File: src/rtl/nppcs_pkg.sv
// Shared types, constants and the distance function for the palette color pair search.
package nppcs_pkg;

  localparam int COMP_W  = 16;
  localparam int INDEX_W = 16;
  localparam int DIST_W  = 11;
  localparam int ADDR_W  = 5;
  localparam int DATA_W  = 32;

  localparam logic [DIST_W-1:0]  DIST_INIT      = '1;
  localparam logic [INDEX_W-1:0] FG_START_INDEX = 16'd0;
  localparam logic [INDEX_W-1:0] BG_START_INDEX = 16'd1;

  localparam logic [2:0] REG_FG_RED       = 3'd0;
  localparam logic [2:0] REG_FG_GREEN     = 3'd1;
  localparam logic [2:0] REG_FG_BLUE      = 3'd2;
  localparam logic [2:0] REG_BG_RED       = 3'd3;
  localparam logic [2:0] REG_BG_GREEN     = 3'd4;
  localparam logic [2:0] REG_BG_BLUE      = 3'd5;
  localparam logic [2:0] REG_FG_SEARCH_ON = 3'd6;
  localparam logic [2:0] REG_BG_SEARCH_ON = 3'd7;

  typedef struct packed {
    logic [COMP_W-1:0] red;
    logic [COMP_W-1:0] green;
    logic [COMP_W-1:0] blue;
  } color_t;

  typedef struct packed {
    color_t fg_color;
    color_t bg_color;
    logic   fg_search_on;
    logic   bg_search_on;
  } cfg_t;

  function automatic logic [7:0] absdiff8(input logic [COMP_W-1:0] a,
                                          input logic [COMP_W-1:0] b);
    logic [7:0] x;
    logic [7:0] y;
    x = a[COMP_W-1:COMP_W-8];
    y = b[COMP_W-1:COMP_W-8];
    return (x > y) ? (x - y) : (y - x);
  endfunction

  function automatic logic [DIST_W-1:0] color_distance(input color_t c, input color_t t);
    logic [DIST_W-1:0] dr;
    logic [DIST_W-1:0] dg;
    logic [DIST_W-1:0] db;
    dr = {2'b00, absdiff8(c.red, t.red), 1'b0};
    dg = {1'b0, absdiff8(c.green, t.green), 2'b00};
    db = {3'b000, absdiff8(c.blue, t.blue)};
    return dr + dg + db;
  endfunction

endpackage

File: src/rtl/nearest_palette_color_pair_search.sv
// Top level of the nearest palette color search for a foreground and background target.
//
// Palette entries arrive on the input channel (in_valid/in_ready), one transaction
// per entry, and are compared against the two target colors held in the APB-style
// register port. Each transaction is captured in an input register; from there the
// distance, compare and best-match update happen in one pass and, for an
// entry marked last, the result is loaded into the output register.
// A result passes the input register and then the output register. One entry is
// accepted every cycle unless a last entry is held back for a waiting result; the
// rate is set by the single update pass each entry makes through the tracker state.
// When the receiver holds out_ready low, a waiting result stalls only a following
// last entry in the input register, and the channel behind it; earlier entries keep flowing.
// Reset clears the valid bits of both pipeline registers, loads the register defaults
// and starts a fresh scan. After each result the scan state returns to its start values.
// The user must write configuration only while no transaction is in flight (not enforced).
module nearest_palette_color_pair_search
  import nppcs_pkg::*;
(
  input  logic               clk,
  input  logic               rst,
  input  logic               psel,
  input  logic               penable,
  input  logic               pwrite,
  input  logic [ADDR_W-1:0]  paddr,
  input  logic [DATA_W-1:0]  pwdata,
  output logic [DATA_W-1:0]  prdata,
  output logic               pready,
  input  logic               in_valid,
  output logic               in_ready,
  input  logic [COMP_W-1:0]  entry_red,
  input  logic [COMP_W-1:0]  entry_green,
  input  logic [COMP_W-1:0]  entry_blue,
  input  logic [INDEX_W-1:0] entry_index,
  input  logic               entry_last,
  output logic               out_valid,
  input  logic               out_ready,
  output logic [INDEX_W-1:0] fg_best_index,
  output logic [INDEX_W-1:0] bg_best_index,
  output logic               fg_exact,
  output logic               bg_exact
);

  cfg_t               cfg;
  logic               s1_valid;
  color_t             s1_color;
  logic [INDEX_W-1:0] s1_index;
  logic               s1_last;
  logic               s1_step;
  logic               skip;
  logic               fg_done;
  logic               bg_done;
  logic [INDEX_W-1:0] fg_result_index;
  logic [INDEX_W-1:0] bg_result_index;
  logic               fg_result_exact;
  logic               bg_result_exact;

  nppcs_regs u_regs (
    .clk     (clk),
    .rst     (rst),
    .psel    (psel),
    .penable (penable),
    .pwrite  (pwrite),
    .paddr   (paddr),
    .pwdata  (pwdata),
    .prdata  (prdata),
    .pready  (pready),
    .cfg     (cfg)
  );

  assign s1_step  = s1_valid && (!s1_last || !out_valid || out_ready);
  assign in_ready = !s1_valid || s1_step;
  assign skip     = fg_done && bg_done;

  always_ff @(posedge clk) begin
    if (rst) begin
      s1_valid <= 1'b0;
    end else if (in_ready) begin
      s1_valid <= in_valid;
    end
  end

  always_ff @(posedge clk) begin
    if (in_ready && in_valid) begin
      s1_color.red   <= entry_red;
      s1_color.green <= entry_green;
      s1_color.blue  <= entry_blue;
      s1_index       <= entry_index;
      s1_last        <= entry_last;
    end
  end

  nppcs_track u_fg_track (
    .clk          (clk),
    .rst          (rst),
    .step         (s1_step),
    .last         (s1_last),
    .skip         (skip),
    .search_on    (cfg.fg_search_on),
    .start_index  (FG_START_INDEX),
    .target       (cfg.fg_color),
    .entry        (s1_color),
    .entry_index  (s1_index),
    .done         (fg_done),
    .result_index (fg_result_index),
    .result_exact (fg_result_exact)
  );

  nppcs_track u_bg_track (
    .clk          (clk),
    .rst          (rst),
    .step         (s1_step),
    .last         (s1_last),
    .skip         (skip),
    .search_on    (cfg.bg_search_on),
    .start_index  (BG_START_INDEX),
    .target       (cfg.bg_color),
    .entry        (s1_color),
    .entry_index  (s1_index),
    .done         (bg_done),
    .result_index (bg_result_index),
    .result_exact (bg_result_exact)
  );

  always_ff @(posedge clk) begin
    if (rst) begin
      out_valid <= 1'b0;
    end else if (s1_step && s1_last) begin
      out_valid <= 1'b1;
    end else if (out_ready) begin
      out_valid <= 1'b0;
    end
  end

  always_ff @(posedge clk) begin
    if (s1_step && s1_last) begin
      fg_best_index <= fg_result_index;
      bg_best_index <= bg_result_index;
      fg_exact      <= fg_result_exact;
      bg_exact      <= bg_result_exact;
    end
  end

endmodule

File: src/rtl/nppcs_regs.sv
// Configuration register file with its APB-style access port.
module nppcs_regs
  import nppcs_pkg::*;
(
  input  logic              clk,
  input  logic              rst,
  input  logic              psel,
  input  logic              penable,
  input  logic              pwrite,
  input  logic [ADDR_W-1:0] paddr,
  input  logic [DATA_W-1:0] pwdata,
  output logic [DATA_W-1:0] prdata,
  output logic              pready,
  output cfg_t              cfg
);

  logic       wr_en;
  logic [2:0] reg_sel;

  assign pready  = 1'b1;
  assign wr_en   = psel && penable && pwrite;
  assign reg_sel = paddr[ADDR_W-1:2];

  always_ff @(posedge clk) begin
    if (rst) begin
      cfg.fg_color     <= '0;
      cfg.bg_color     <= '0;
      cfg.fg_search_on <= 1'b1;
      cfg.bg_search_on <= 1'b1;
    end else if (wr_en) begin
      case (reg_sel)
        REG_FG_RED:       cfg.fg_color.red   <= pwdata[COMP_W-1:0];
        REG_FG_GREEN:     cfg.fg_color.green <= pwdata[COMP_W-1:0];
        REG_FG_BLUE:      cfg.fg_color.blue  <= pwdata[COMP_W-1:0];
        REG_BG_RED:       cfg.bg_color.red   <= pwdata[COMP_W-1:0];
        REG_BG_GREEN:     cfg.bg_color.green <= pwdata[COMP_W-1:0];
        REG_BG_BLUE:      cfg.bg_color.blue  <= pwdata[COMP_W-1:0];
        REG_FG_SEARCH_ON: cfg.fg_search_on   <= pwdata[0];
        REG_BG_SEARCH_ON: cfg.bg_search_on   <= pwdata[0];
        default: ;
      endcase
    end
  end

  always_comb begin
    prdata = '0;
    case (reg_sel)
      REG_FG_RED:       prdata[COMP_W-1:0] = cfg.fg_color.red;
      REG_FG_GREEN:     prdata[COMP_W-1:0] = cfg.fg_color.green;
      REG_FG_BLUE:      prdata[COMP_W-1:0] = cfg.fg_color.blue;
      REG_BG_RED:       prdata[COMP_W-1:0] = cfg.bg_color.red;
      REG_BG_GREEN:     prdata[COMP_W-1:0] = cfg.bg_color.green;
      REG_BG_BLUE:      prdata[COMP_W-1:0] = cfg.bg_color.blue;
      REG_FG_SEARCH_ON: prdata[0]          = cfg.fg_search_on;
      REG_BG_SEARCH_ON: prdata[0]          = cfg.bg_search_on;
      default:          prdata             = '0;
    endcase
  end

endmodule

File: src/rtl/nppcs_track.sv
// Best-match tracker for one target color across one palette scan.
module nppcs_track
  import nppcs_pkg::*;
(
  input  logic               clk,
  input  logic               rst,
  input  logic               step,
  input  logic               last,
  input  logic               skip,
  input  logic               search_on,
  input  logic [INDEX_W-1:0] start_index,
  input  color_t             target,
  input  color_t             entry,
  input  logic [INDEX_W-1:0] entry_index,
  output logic               done,
  output logic [INDEX_W-1:0] result_index,
  output logic               result_exact
);

  logic [DIST_W-1:0]  best_distance;
  logic [INDEX_W-1:0] best_index;
  logic               found;
  logic [DIST_W-1:0]  entry_distance;
  logic               update;
  logic               found_next;

  assign done           = found || !search_on;
  assign entry_distance = color_distance(entry, target);
  assign update         = !skip && !done && (entry_distance < best_distance);
  assign found_next     = found || (update && (entry_distance == '0));
  assign result_index   = update ? entry_index : best_index;
  assign result_exact   = found_next || !search_on;

  always_ff @(posedge clk) begin
    if (rst) begin
      best_distance <= DIST_INIT;
      best_index    <= start_index;
      found         <= 1'b0;
    end else if (step) begin
      if (last) begin
        best_distance <= DIST_INIT;
        best_index    <= start_index;
        found         <= 1'b0;
      end else if (update) begin
        best_distance <= entry_distance;
        best_index    <= entry_index;
        found         <= found_next;
      end
    end
  end

endmodule

File: config.mk
export PLATFORM = sky130hd
export DESIGN_NAME = nearest_palette_color_pair_search
export DESIGN_NICKNAME = d
export VERILOG_FILES = /design/src/rtl/nppcs_pkg.sv /design/src/rtl/nearest_palette_color_pair_search.sv /design/src/rtl/nppcs_regs.sv /design/src/rtl/nppcs_track.sv
export SDC_FILE = /design/constraint.sdc
export NUM_CORES = 1
export LEC_CHECK = 0
export BUFFER_PORTS_ARGS = -buffer_cell sky130_fd_sc_hd__buf_2
export CELL_PAD_IN_SITES_DETAIL_PLACEMENT = 0
export CELL_PAD_IN_SITES_GLOBAL_PLACEMENT = 1
export CORE_ASPECT_RATIO = 1.4
export CORE_UTILIZATION = 40
export CTS_CLUSTER_DIAMETER = 120
export DETAILED_ROUTE_END_ITERATION = 6
export PLACE_DENSITY = 0.81
export SYNTH_ARGS = -nofsm -noshare
export SYNTH_HDL_FRONTEND = slang
export SYNTH_HIERARCHICAL = 1
export SYNTH_SLANG_ARGS = --single-unit
export TNS_END_PERCENT = 10
File: constraint.sdc
create_clock -name clk -period 11.59 [get_ports clk]
set_input_delay 2.8975 -clock clk [delete_from_list [all_inputs] [get_ports clk]]
set_output_delay 2.8975 -clock clk [all_outputs]
set_load 0.02 [all_outputs]
==> results of run 1 <==
worst max-delay path, cell delays in order:
cell and delay, ns:
buf_2 0.38, inv_1 0.33, nor2_1 0.60, a221oi_1 0.20
a21oi_1 0.19, buf_2 0.21
through the flow:
step / hold slack (ns) / std cells / setup slack (ns)
4_1_cts: 0.453 / 2147 / 3.91
3_3_place_gp: 0.432 / 2102 / 3.94
6_report: 0.453 / 2148 / 3.87
5_1_grt: 0.465 / 2147 / 3.67
3_5_place_dp: 0.442 / 2102 / 3.93
2_1_floorplan: 0.415 / 1581 / 4.59
final cells by class:
type | count | area, µm²
multi-input combinational | 1112 | 8390
sequential | 231 | 5700
antenna | 1 | 2.50
clock buffer | 32 | 684
timing repair buffer | 127 | 661
tap | 467 | 584
clock inverter | 13 | 71.3
inverter | 165 | 619
fill | 3594 | 20100
worst min-delay path by stage:
| stage | start | end | cells after the start |
|---|---|---|---|
| final | u_regs/cfg[37] | u_regs/cfg[37] | 2 |
| after global routing | u_regs/cfg[67] | u_regs/cfg[67] | 2 |
| after CTS | u_fg_track/found | u_fg_track/found | 2 |
| after detailed placement | u_fg_track/found | u_fg_track/found | 2 |
| after global placement | u_fg_track/found | u_fg_track/found | 2 |
| after floorplan | u_bg_track/found | u_bg_track/found | 2 |
layer usage:
metal,share of wire (%),vias to the layer above
li1,-,5566
met1,39,5290
met2,51,326
met3,5.7,82
met4,4.7,4
met5,0.069,-
placed cells by master (no fill, tap or decap), drive strengths merged, types with 10 or more instances in the layout:
| master | count |
|---|---|
| nor3 | 16 |
| edfxtp | 107 |
| inv | 167 |
| xor2 | 16 |
| buf | 127 |
| dfxtp | 124 |
| nand2 | 227 |
| o22a | 11 |
| clkbuf | 32 |
| ha | 128 |
| a22oi | 12 |
| nand4 | 11 |
| a21o | 23 |
| nor2 | 50 |
| nand2b | 10 |
| o21bai | 11 |
| o21ai | 26 |
| mux2i | 49 |
| nand3 | 22 |
| fa | 26 |
| a21oi | 174 |
| conb | 49 |
| xnor2 | 26 |
| mux2 | 88 |
report_power, final:
part / switching [W] / total [W] / internal [W]
Combinational: 0.000465 / 0.000798 / 0.000333
Clock: 0.000339 / 0.000756 / 0.000417
Sequential: 0.0000208 / 0.000921 / 0.000901
Total: 0.000825 / 0.00248 / 0.00165
flip-flops by register name, indices dropped and copies added, names as in the netlist:
signal	cells
s1_valid	1
u_bg_track/best_distance	11
s1_color	24
u_regs/cfg	98
bg_exact	1
u_fg_track/found	1
s1_last	1
u_bg_track/best_index	16
u_fg_track/best_index	16
u_fg_track/best_distance	11
s1_index	16
bg_best_index	16
u_bg_track/found	1
fg_exact	1
fg_best_index	16
out_valid	1
==> flow_metrics.env, run 1 <==
export IMPL_vias_per_cell=5.25
export IMPL_totalWireLength_mm=38.9
export IMPL_route_detailed_drc=70
export IMPL_postSynthCellCount=1536
export IMPL_ys_warn_count=6
export IMPL_crit_end="prdata[11]"
export IMPL_gr_total_overflow=0
export IMPL_slew_viol_final=0
export IMPL_top_usage_layer="met2"
export IMPL_finalHoldViolCount=0
export IMPL_cts_setup_buffers=0
export IMPL_p_leak_nw=7.06
export IMPL_status="finished, violations left"
export IMPL_port_buffers=118
export IMPL_cts_buffer_depth=3
export IMPL_clk_pin_slew_ns=0.06
export IMPL_cts_sinks=231
export IMPL_reg2reg_from="s1_color[8]"
export IMPL_hold_path_class="reg -> reg"
export IMPL_cp_startpoint="paddr[4]"
export IMPL_ir_drop_v=0.000120
export IMPL_cts_tree="yes"
export IMPL_ios=178
export IMPL_initial_core_util_pct=40.6
export IMPL_final_layout_size_suffix_gt1_share_pct=17.9
export IMPL_grt_max_degree=109
export IMPL_nets=1925
export IMPL_worstPathMaxFanout=21
export IMPL_power_density_nw_per_um2=148
export IMPL_hpwl_mm=29.3
export IMPL_fmax_mhz=130
export IMPL_grtUsageMet1_pct=22.3
export IMPL_grt_pass1_vias=11153
export IMPL_first_pass_iters=7
export IMPL_core_region_area_um2=36800
export IMPL_grt_util_all_layers_pct=20.3
export IMPL_worst_r2r_path_depth=24
export IMPL_root_buffer="clkbuf_16"
export IMPL_slew_headroom_pct=17.8
export IMPL_synth_area_um2=14900
export IMPL_cts_resized=0
export IMPL_finalPower_w=0.00248
export IMPL_drv_cap=0
export IMPL_met2_usage_pct=37.3
export IMPL_antenna_found_initial=2
export IMPL_setup_viol=0
export IMPL_rrSetupSlack_ns=4.58
export IMPL_die_x_um=165
export IMPL_wl_per_cell_um=18.1
export IMPL_grt_pass1_wl_mm=59.8
export IMPL_crit_path_start_kind="input pin"
export IMPL_cp_data_arrival_time_ns=4.82
export IMPL_htree_num_levels=1
export IMPL_die_h_um=231
export IMPL_crit_type="in -> out"
export IMPL_fp_dieArea_um2=38100
export IMPL_setup_tns_ns=0
export IMPL_areaGrowthSynthToFinish_pct=11.9
export IMPL_fin_area_um2=16700
export IMPL_drt_iter0_drc=707
export IMPL_rsz0062_at_grt="no"
export IMPL_clk_latency_ns=0.55
export IMPL_period_minus_slack_ns=7.72
export IMPL_cts_buffers=25
export IMPL_period_share_pct=66.6
export IMPL_place_area_um2=15900
export IMPL_place_congestion=0.896
export IMPL_r2r_end="u_bg_track/best_distance[0]"
export IMPL_ant_nets=0
export IMPL_final_util_pct=45.4
export IMPL_end_kind="output pin"
export IMPL_violations="DRC"
export IMPL_vias=11268
export IMPL_skew_ns=0.0125
export IMPL_worstPathRequired_ns=8.69
export IMPL_avgSynthCellArea_um2=9.72
export IMPL_grtUsageMet3_pct=3.45
export IMPL_cts_hold_buffers_added=0
export IMPL_tightest_slew_ns=1.23
export IMPL_num_rows=83
Note: power is estimated with default switching activity, not from simulation.
==> run 2: changes to the inputs <==
Settings changed: ABC_AREA set to 1, PLACE_DENSITY 0.81 to 0.86.
Clock period 11.59 ns to 6.6 ns, I/O delays scaled along.
==> run 2 against run 1 <==
The flow now finishes without violations. Global-route usage increased by 0.63 points. Cell area increased by 6.1%. Die area increased by 6.9%.
==> flow_metrics.env, run 2 <==
export IMPL_status="complete, no violations"
export IMPL_antenna_found_initial=4
export IMPL_p_leak_nw=8.52
export IMPL_finalPower_w=0.00472
export IMPL_final_cells=2690
export IMPL_grt_max_degree=99
export IMPL_htree_num_levels=1
export IMPL_cpMostUsedCell="inv_1"
export IMPL_die_h_um=238
export IMPL_drt_iter0_drc=741
export IMPL_critPathBufInv=6
export IMPL_cts_tree="yes"
export IMPL_layout_common_cells="nand2_1 (334), inv_1 (324), nor2_1 (204)"
export IMPL_place_area_um2=16900
export IMPL_end_kind="flip-flop"
export IMPL_slew_headroom_pct=33.2
export IMPL_holdWs_ns=0.460
export IMPL_regMostFlops="u_regs/cfg"
export IMPL_path_delay_family="adder cells"
export IMPL_largest_registers="u_regs/cfg x98, s1_color x24"
export IMPL_tightest_slew_ns=1.00
export IMPL_first_pass_iters=5
export IMPL_skew_ns=0.0354
export IMPL_ir_drop_v=0.000193
export IMPL_cts_resized=0
export IMPL_p_seq_share_pct=35.3
export IMPL_cts_sinks=231
export IMPL_avgSynthCellArea_um2=7.85
export IMPL_grt_pass1_vias=13091
export IMPL_root_buffer="clkbuf_16"
export IMPL_setup_tns_ns=0
export IMPL_fill_cells=3968
export IMPL_nets=2403
export IMPL_place_congestion=0.871
export IMPL_p_switching_w=0.00172
export IMPL_period_minus_slack_ns=5.98
export IMPL_ys_warn_count=6
export IMPL_die_x_um=171
export IMPL_p_sw_share_pct=36.5
export IMPL_grt_util_all_layers_pct=21.0
export IMPL_synth_area_um2=16000
export IMPL_hold_path_class="reg -> reg"
export IMPL_cts_buffer_depth=3
export IMPL_areaGrowthSynthToFinish_pct=11.1
export IMPL_pwr_share_clk_pct=30.3
export IMPL_cts_buffers=26
export IMPL_finalHoldViolCount=0
export IMPL_rsz0062_at_grt="no"
export IMPL_max_stage_delay_ns=0.54
export IMPL_slew_viol_final=0
export IMPL_fp_dieArea_um2=40700
export IMPL_crit_path_start_kind="flip-flop"
export IMPL_internal_power_w=0.00300
export IMPL_vias_per_cell=4.94
export IMPL_clk_latency_ns=0.57
export IMPL_gr_total_overflow=0
export IMPL_grt_pass1_wl_mm=66.9
export IMPL_worstPathMaxFanout=18
export IMPL_totalWireLength_mm=42.5
export IMPL_num_rows=86
export IMPL_setup_viol=0
export IMPL_cts_hold_buffers_added=0
export IMPL_power_density_nw_per_um2=266
export IMPL_drv_cap=0
export IMPL_final_common_cell="nand2_1"
export IMPL_cts_setup_buffers=0
export IMPL_worstPathRequired_ns=7.10
export IMPL_initial_core_util_pct=40.5
export IMPL_port_buffers=118
export IMPL_slowest_stage="fa_1"
export IMPL_final_layout_size_suffix_gt1_share_pct=12.9
export IMPL_placedCellCount=2640
export IMPL_comb_power_share_pct=34.4
export IMPL_core_region_area_um2=39400
export IMPL_postSynthCellCount=2033
export IMPL_fin_area_um2=17700
export IMPL_crit_type="reg -> reg"
export IMPL_clk_pin_slew_ns=0.07
export IMPL_period_share_pct=90.6
export IMPL_ios=178
export IMPL_wl_per_cell_um=15.8
export IMPL_cp_data_arrival_time_ns=6.49
export IMPL_rrSetupSlack_ns=0.62
export IMPL_largest_reg_flops=98
export IMPL_vias=13276
export IMPL_hpwl_mm=32.2
export IMPL_route_detailed_drc=0
export IMPL_fmax_mhz=167
export IMPL_ant_nets=0
run 2: path summary, 6_finish.rpt:
check / startpoint / cells after the start / to
worst max-delay path: s1_color[40] / 31 / u_bg_track/best_distance[3]
worst min-delay path: u_fg_track/best_distance[8] / 2 / u_fg_track/best_distance[8]
worst max register to register: s1_color[40] / 31 / u_bg_track/best_distance[3]
worst min register to register: u_fg_track/best_distance[8] / 2 / u_fg_track/best_distance[8]
run 2: power by group through the flow:
stage	registers (W)	logic, W	clock network (W)
global placement	0.00169	0.00159	0
floorplan	0.00170	0.00128	0
finish	0.00166	0.00162	0.00143
CTS	0.00167	0.00164	0.00147
detailed placement	0.00170	0.00163	0
global route	0.00167	0.00185	0.00152
run 2: tightest hold or removal path, cell delays in order (launching register included):
cell	delay (ns)
dfxtp_1	0.32
a21oi_1	0.06
nand2_1	0.05
run 2: cell type report:
| type | instances | area [µm²] | area share [%] |
|---|---|---|---|
| antenna | 2 | 5.00 | 0.0282 |
| clock buffer | 33 | 687 | 3.87 |
| clock inverter | 15 | 144 | 0.811 |
| inverter | 337 | 1280 | 7.22 |
| multi-input combinational | 1419 | 8620 | 48.6 |
| sequential | 231 | 5700 | 32.1 |
| tap | 528 | 661 | 3.73 |
| timing repair buffer | 125 | 643 | 3.63 |
run 2: per-layer routing:
layer	share of wire [%]	vias to the layer above	routed length (µm)	track usage [%]
li1	-	6727	-	-
met1	39	6092	16600	23.2
met2	49	343	21000	37.6
met3	5.0	108	2140	3.00
met4	6.3	6	2690	12.7
met5	0.075	-	32	0
run 2: stage by stage:
step           worst slack [ns]  utilization [%]
6_report                  0.619             45.0
5_1_grt                  0.0667             45.0
4_1_cts                   0.604             45.0
3_5_place_dp              0.607             42.9
3_3_place_gp              0.672             42.9
2_1_floorplan              1.66                -
